**src/rtl/core/usr_mem.sv**
```systemverilog
// single write port, single registered read port memory
module usr_mem #(
	parameter int WIDTH = 8,
	parameter int DEPTH = 16
) (
	input  logic                     clk,
	input  logic                     we,
	input  logic [$clog2(DEPTH)-1:0] waddr,
	input  logic [WIDTH-1:0]         wdata,
	input  logic                     re,
	input  logic [$clog2(DEPTH)-1:0] raddr,
	output logic [WIDTH-1:0]         rdata
);
	logic [WIDTH-1:0] mem [DEPTH];

	always_ff @(posedge clk) begin
		if (we) begin
			mem[waddr] <= wdata;
		end
		if (re) begin
			rdata <= mem[raddr];
		end
	end

endmodule

```
**config.mk**
```make
export PLATFORM = sky130hd
export DESIGN_NAME = usr_mem
export DESIGN_NICKNAME = d
export VERILOG_FILES = /design/src/rtl/core/usr_mem.sv
export SDC_FILE = /design/constraint.sdc
export NUM_CORES = 1
export LEC_CHECK = 0
export BUFFER_PORTS_ARGS = -buffer_cell sky130_fd_sc_hd__buf_2
export CORE_MARGIN = 8
export CORE_UTILIZATION = 50
export DETAILED_ROUTE_END_ITERATION = 12
export PLACE_DENSITY_LB_ADDON = 0.05
export SLEW_MARGIN = 40
export SYNTH_ARGS = -nofsm -noshare
export SYNTH_HDL_FRONTEND = slang
export SYNTH_SLANG_ARGS = --single-unit
export TNS_END_PERCENT = 30
```
**constraint.sdc**
```tcl
create_clock -name clk -period 4.1 [get_ports clk]
set_clock_uncertainty 0.1 [all_clocks]
set_input_delay 0.41 -clock clk [delete_from_list [all_inputs] [get_ports clk]]
set_output_delay 0.41 -clock clk [all_outputs]
set_load 0.01 [all_outputs]
```
==> flow_summary_export.csv, run 1 <==
group,metric,value,unit
detailed_routing,drc_errors,0,
sta,drv_slew,0,
clock_tree,cts_setup_buffers,0,
synthesis,synth_top_cell_area_share,0.7812,
sta,slew_headroom,0.4657,
detailed_routing,wl_per_cell,24.60,µm
job,maxCapViolations,0,
min_path,hp-class,"in2reg",
grt,grt_remaining_overflow,0,
grt,grt_first_pass_wirelength,15770,µm
place,dpl_cell_area,5508,µm²
clock_tree,cts_tree,"yes",
clock_tree,clk-insertion-delay-late,0.51,ns
clock_tree,clockBufferDepth,2,
sta,min_period,1.969,ns
synthesis,synth_area,5228,µm²
floorplan,die_area,13980,µm²
synthesis,syn_inst,229,
clock_tree,numCtsBuffers,17,
floorplan,num_rows,37,
synthesis,ys_seq_area_frac,0.7812,
synthesis,synth.net_count,248,
clock_tree,clk_pin_slew_worst_paths,0.06,ns
grt,grt_usage,0.1546,
clock_tree,postCtsHoldBufs,0,
clock_tree,clockRootBuffer,"clkbuf_8",
layout,drive_above_1_share,0.3191,
layout,fin_area,6175,µm²
detailed_routing,routed_wl,10280,µm
sta,setup_ws,2.131,ns
place,dp_hpwl,6540,µm
power_and_ir_drop,p_comb_frac,0.042,
power_and_ir_drop,vdd_drop_max,0.2603,mV
synthesis,ys_ff_latch,136,
detailed_routing,firstDrtPassIters,4,
sta,fmax,507.8,MHz
worst_setup_path,arrival,2.12,ns
sta,setup_violations,0,
sta,rsz0062_at_grt,"no",
power_and_ir_drop,leakage,2.054,nW
power_and_ir_drop,pwr_density_cell,550.2,nW/µm²
power_and_ir_drop,p_clk_frac,0.495,
grt,antenna_found_initial,0,
floorplan,core,10230,µm²
sta,period_share,0.4803,
status,status,"completed",
power_and_ir_drop,power_switching,0.6580,mW
place,gp_congestion,0.7219,
sta,tightest_slew,0.7985,ns
sta,timing.setup.tns,0,ns
floorplan,fp.dieH,118.3,µm
clock_tree,htreeDepth,4,
floorplan,initial_core_util,0.5109,
worst_setup_path,required,4.25,ns
detailed_routing,num_vias,2442,
layout,fill_cells,719,
detailed_routing,ant_nets,0,
sta,report.final.hold_viol_count,0,
grt,grt_pass1_vias,2600,
synthesis,synth_area_leader_cell,"edfxtp_1",
place,dpl_worst_slack,1.600,ns
worst_setup_path,rrSetupSlack,2.47,ns
clock_tree,cts_sinks,136,
clock_tree,post_cts_resized,0,
grt,grt_max_degree,33,
worst_setup_path,start_kind,"input port",
power_and_ir_drop,pwr-share-seq,0.464,
layout,n_antenna_cell,0,
place,port_buffers,26,
floorplan,ios,27,
layout,nets,288,
power_and_ir_drop,p_sw_frac,0.1937,
synthesis,ys_top_cells_by_area,"edfxtp_1 (78%), mux4_2 (7.8%), mux4_1 (7.0%)",
worst_setup_path,critPathMaxFanout,17,
detailed_routing,via_per_inst,5.842,
floorplan,die_x,118.3,µm
synthesis,avgSynthCellArea,22.83,µm²
synthesis,synth_cell_types,18,
worst_setup_path,criticalPathCategory,"in2reg",
synthesis,yosys_warnings,0,
power_and_ir_drop,intPower,2.739,mW
layout,flow.area_growth_from_synthesis,18.12,%
worst_setup_path,end_kind,"flip-flop",
detailed_routing,first_iter_violations,174,
## worst paths after layout
| path | start | end | cells past startpoint |
|---|---|---|---|
| min reg2reg | mem[14][3] | rdata[3] | 3 |
| min | wdata[1] | mem[5][1] | 1 |
| max | raddr[0] | rdata[4] | 5 |
| max reg2reg | mem[1][3] | rdata[3] | 3 |
## kinds of logic (layout without fill, tap and decap cells)
family                 Yosys count  count (layout)  synth area share
AND/OR/NAND/NOR                 35              35           0.03136
buffers and inverters           10              63           0.01651
multiplexers                    32              32            0.1479
AO/OA/AOI/OAI                   16              16           0.02298
flip-flops                     136             136            0.7812
## metrics by stage
step	total power, mW	hold slack (ns)	instances	utilization
2_1_floorplan	1.684	0.4089	229	-
3_3_place_gp	1.744	0.6302	386	0.5360
3_5_place_dp	1.748	0.6373	386	0.5383
4_1_cts	3.421	0.1609	418	0.6030
5_1_grt	3.491	0.1598	418	0.6035
6_report	3.398	0.1806	418	0.6035
## worst max-delay path: stages
cell	delay [ns]
buf_2	0.44
buf_4	0.31
mux4_1	0.57
a22oi_1	0.28
nand2_1	0.08
## cell usage in the layout (no fill, tap or decap), types with 2 or more instances in the layout
cell	count
inv_6	3
buf_4	6
clkbuf_16	16
nor2_2	8
mux4_1	14
a22oi_1	16
nand3b_1	2
nand2b_1	2
nand2_1	9
nor3_1	3
clkinvlp_4	2
edfxtp_1	136
clkinv_4	2
buf_2	25
mux4_2	18
nor2_1	5
bufinv_16	6
## per-layer routing
layer | up-vias | global-route usage | part of all wire
met4 | 0 | 0.04804 | 0.0084
met3 | 11 | 0.04379 | 0.053
met2 | 71 | 0.2423 | 0.49
li1 | 1064 | - | -
met1 | 1296 | 0.2062 | 0.45
met5 | - | 0 | 0
## flip-flops by register name (all words and copies together), names as in the netlist
register,flops
mem,128
rdata,8
## cells in the mapped netlist (all sizes together)
master and n:
edfxtp 136, mux4 32, a22oi 16, nor2 13, nand2 9, buf 7, nor3 4, clkdlybuf4s25 3
nand2b 2, nand3b 2, and2 1, and2b 1, nand3 1, nor2b 1, or3b 1
## power by group through the flow
| stage | Combinational, mW | Sequential, mW | Clock, mW |
|---|---|---|---|
| after floorplan | 0.0791 | 1.60 | 0 |
| after global placement | 0.140 | 1.60 | 0 |
| after detailed placement | 0.143 | 1.60 | 0 |
| after CTS | 0.144 | 1.58 | 1.70 |
| after global routing | 0.153 | 1.58 | 1.76 |
| final | 0.141 | 1.58 | 1.68 |
## final cells by class
cell class              count  area (µm²)  share of cell area
clock buffers              18       417.9             0.06768
flip-flops and latches    136        4084              0.6614
clock inverters            14       244.0             0.03951
repair buffers             31       170.2             0.02756
multi-input cells          83        1089              0.1763
well taps                 136       170.2             0.02756
Power figures use the tool's default switching activity.
==> run 2: changes to the inputs <==
- clock period: 4.1 -> 2 ns (I/O delays scaled with it)
==> run 2 against run 1 <==
  * Flip-flop and latch count stayed put
  * Cell count increased by 6.9%
  * Non-clock buffer count rose by 29
  * Utilization up 2.2 points
  * Combinational power up 130%
  * Via count grew 4.3%
  * Critical endpoint is now rdata[3]
  * Largest power group unchanged
==> flow_summary_export.csv, run 2 (synthesis results as in run 1) <==
group,metric,value,unit
status,status,"completed",
sta,rsz0062_at_grt,"no",
layout,flow.area_growth_from_synthesis,22.33,%
layout,top_regs,"mem x128, rdata x8",
worst_setup_path,end_kind,"flip-flop",
clock_tree,cts_tree,"yes",
worst_setup_path,arrival,1.78,ns
layout,fin_area,6395,µm²
worst_setup_path,path_buf_inv,0,
clock_tree,numCtsBuffers,17,
detailed_routing,ant_nets,0,
clock_tree,clk_pin_slew_worst_paths,0.06,ns
clock_tree,clk-insertion-delay-late,0.51,ns
place,dp_hpwl,6553,µm
floorplan,core,10230,µm²
worst_setup_path,reg2reg_to,"rdata[3]",
power_and_ir_drop,pwr-share-seq,0.472,
power_and_ir_drop,intPower,5.509,mW
layout,drive_above_1_share,0.3151,
worst_setup_path,start_kind,"flip-flop",
worst_setup_path,cp_cell_sequence,"mux4_1, a22oi_1, nand2_1",
grt,grt_usage,0.1501,
floorplan,initial_core_util,0.5109,
layout,regMostFlops,"mem",
worst_setup_path,cpPeakStageDelay,0.56,ns
grt,antenna_found_initial,0,
layout,fill_cells,734,
place,gp_congestion,0.7626,
job,maxCapViolations,0,
floorplan,ios,27,
clock_tree,post_cts_resized,0,
power_and_ir_drop,pwr_density_cell,1068,nW/µm²
detailed_routing,num_vias,2546,
layout,final_cell_mix,"edfxtp_1 (136), buf_2 (26), buf_4 (21)",
worst_setup_path,criticalPathCategory,"reg2reg",
worst_setup_path,worst_r2r_path_depth,3,
power_and_ir_drop,leakage,2.193,nW
sta,drv_slew,0,
worst_setup_path,critPathMaxFanout,1,
sta,period_share,0.8165,
sta,report.final.hold_viol_count,0,
layout,largest_reg_flops,128,
clock_tree,clockBufferDepth,2,
layout,final_common_cell,"edfxtp_1",
detailed_routing,wl_per_cell,22.64,µm
power_and_ir_drop,vdd_drop_max,0.6073,mV
floorplan,die_area,13980,µm²
grt,grt_max_degree,19,
floorplan,fp.dieH,118.3,µm
clock_tree,htreeDepth,4,
layout,fin_util,0.6250,
worst_setup_path,path_delay_family,"multiplexers",
power_and_ir_drop,p_clk_frac,0.479,
layout,nets,317,
worst_setup_path,rrSetupSlack,0.37,ns
floorplan,num_rows,37,
sta,min_period,1.633,ns
detailed_routing,via_per_inst,5.696,
floorplan,die_x,118.3,µm
power_and_ir_drop,p_sw_frac,0.1933,
clock_tree,clockRootBuffer,"clkbuf_8",
min_path,hold_start,"waddr[1]",
sta,tightest_slew,0.4693,ns
detailed_routing,routed_wl,10120,µm
detailed_routing,drc_errors,0,
power_and_ir_drop,p_comb_frac,0.048,
grt,grt_pass1_vias,2679,
place,port_buffers,26,
min_path,worstHoldPathCells,3,
layout,n_antenna_cell,0,
detailed_routing,firstDrtPassIters,4,
grt,grt_first_pass_wirelength,15600,µm
min_path,hp-class,"in2reg",
sta,timing.setup.tns,0,ns
min_path,min_to,"mem[4][1]",
worst_setup_path,crit_slowest_cell,"mux4_1",
grt,grt_remaining_overflow,0,
worst_setup_path,crit_cells,3,
sta,setup_violations,0,
worst_setup_path,timing.rr.start,"mem[5][3]",
place,dpl_cell_area,5679,µm²
power_and_ir_drop,power_switching,1.320,mW
detailed_routing,first_iter_violations,129,
worst_setup_path,required,2.15,ns
clock_tree,cts_sinks,136,
sta,slew_headroom,0.6871,
sta,fmax,612.4,MHz
run 2: cell count changes in the layout (fill, tap and decap cells not counted), sizes merged:
cell / delta
bufinv: -1
buf: +20
clkbuf: +2
dlygate4sd3: +9
clkinv: +2
inv: -3
run 2: worst min-delay path: stages:
cell    delay [ns]
buf_2         0.15
nor3_1        0.09
buf_4         0.16
run 2: worst max-delay path by stage:
stage	startpoint	endpoint	slack (ns)
after detailed placement	raddr[0]	rdata[3]	0.11
final	mem[5][3]	rdata[3]	0.37
after floorplan	waddr[2]	mem[0][0]	0.21
after global placement	raddr[0]	rdata[1]	0.11
after global routing	mem[3][3]	rdata[3]	0.32
after CTS	mem[5][3]	rdata[3]	0.34
run 2: cell type report:
cell class	instances	area, µm²	share of cell area
flip-flops and latches	136	4084	0.6386
repair buffers	60	457.9	0.07161
multi-input cells	83	1057	0.1653
clock inverters	12	200.2	0.03131
well taps	136	170.2	0.02661
clock buffers	20	425.4	0.06652
run 2: repair_timing:
action,CTS,global route
hold buffers,9,0
buffers inserted,0,0
endpoints found under the hold margin,136,0
run 2: routing by layer:
| layer | vias to the layer above | part of all wire | track usage |
|---|---|---|---|
| li1 | 1122 | - | - |
| met1 | 1355 | 0.48 | 0.2045 |
| met2 | 59 | 0.47 | 0.2270 |
| met3 | 10 | 0.034 | 0.03903 |
| met4 | 0 | 0.010 | 0.05925 |
| met5 | - | 0 | 0 |
run 2: metrics by stage:
| step | std cells | power (mW) | hold WS (ns) | setup slack (ns) |
|---|---|---|---|---|
| after global routing | 447 | 7.011 | 0.1407 | 0.3204 |
| after global placement | 406 | 3.600 | 0.4949 | 0.1106 |
| after detailed placement | 406 | 3.604 | 0.4920 | 0.1051 |
| final | 447 | 6.829 | 0.1574 | 0.3669 |
| after CTS | 447 | 6.891 | 0.1185 | 0.3389 |
| after floorplan | 229 | 3.452 | 0.1989 | 0.2071 |
run 2: power by group through the flow:
stage | sequential, mW | combinational, mW | clock (mW)
2_1_floorplan | 3.29 | 0.162 | 0
3_3_place_gp | 3.29 | 0.315 | 0
3_5_place_dp | 3.29 | 0.318 | 0
4_1_cts | 3.23 | 0.333 | 3.33
5_1_grt | 3.23 | 0.354 | 3.43
6_report | 3.23 | 0.329 | 3.27
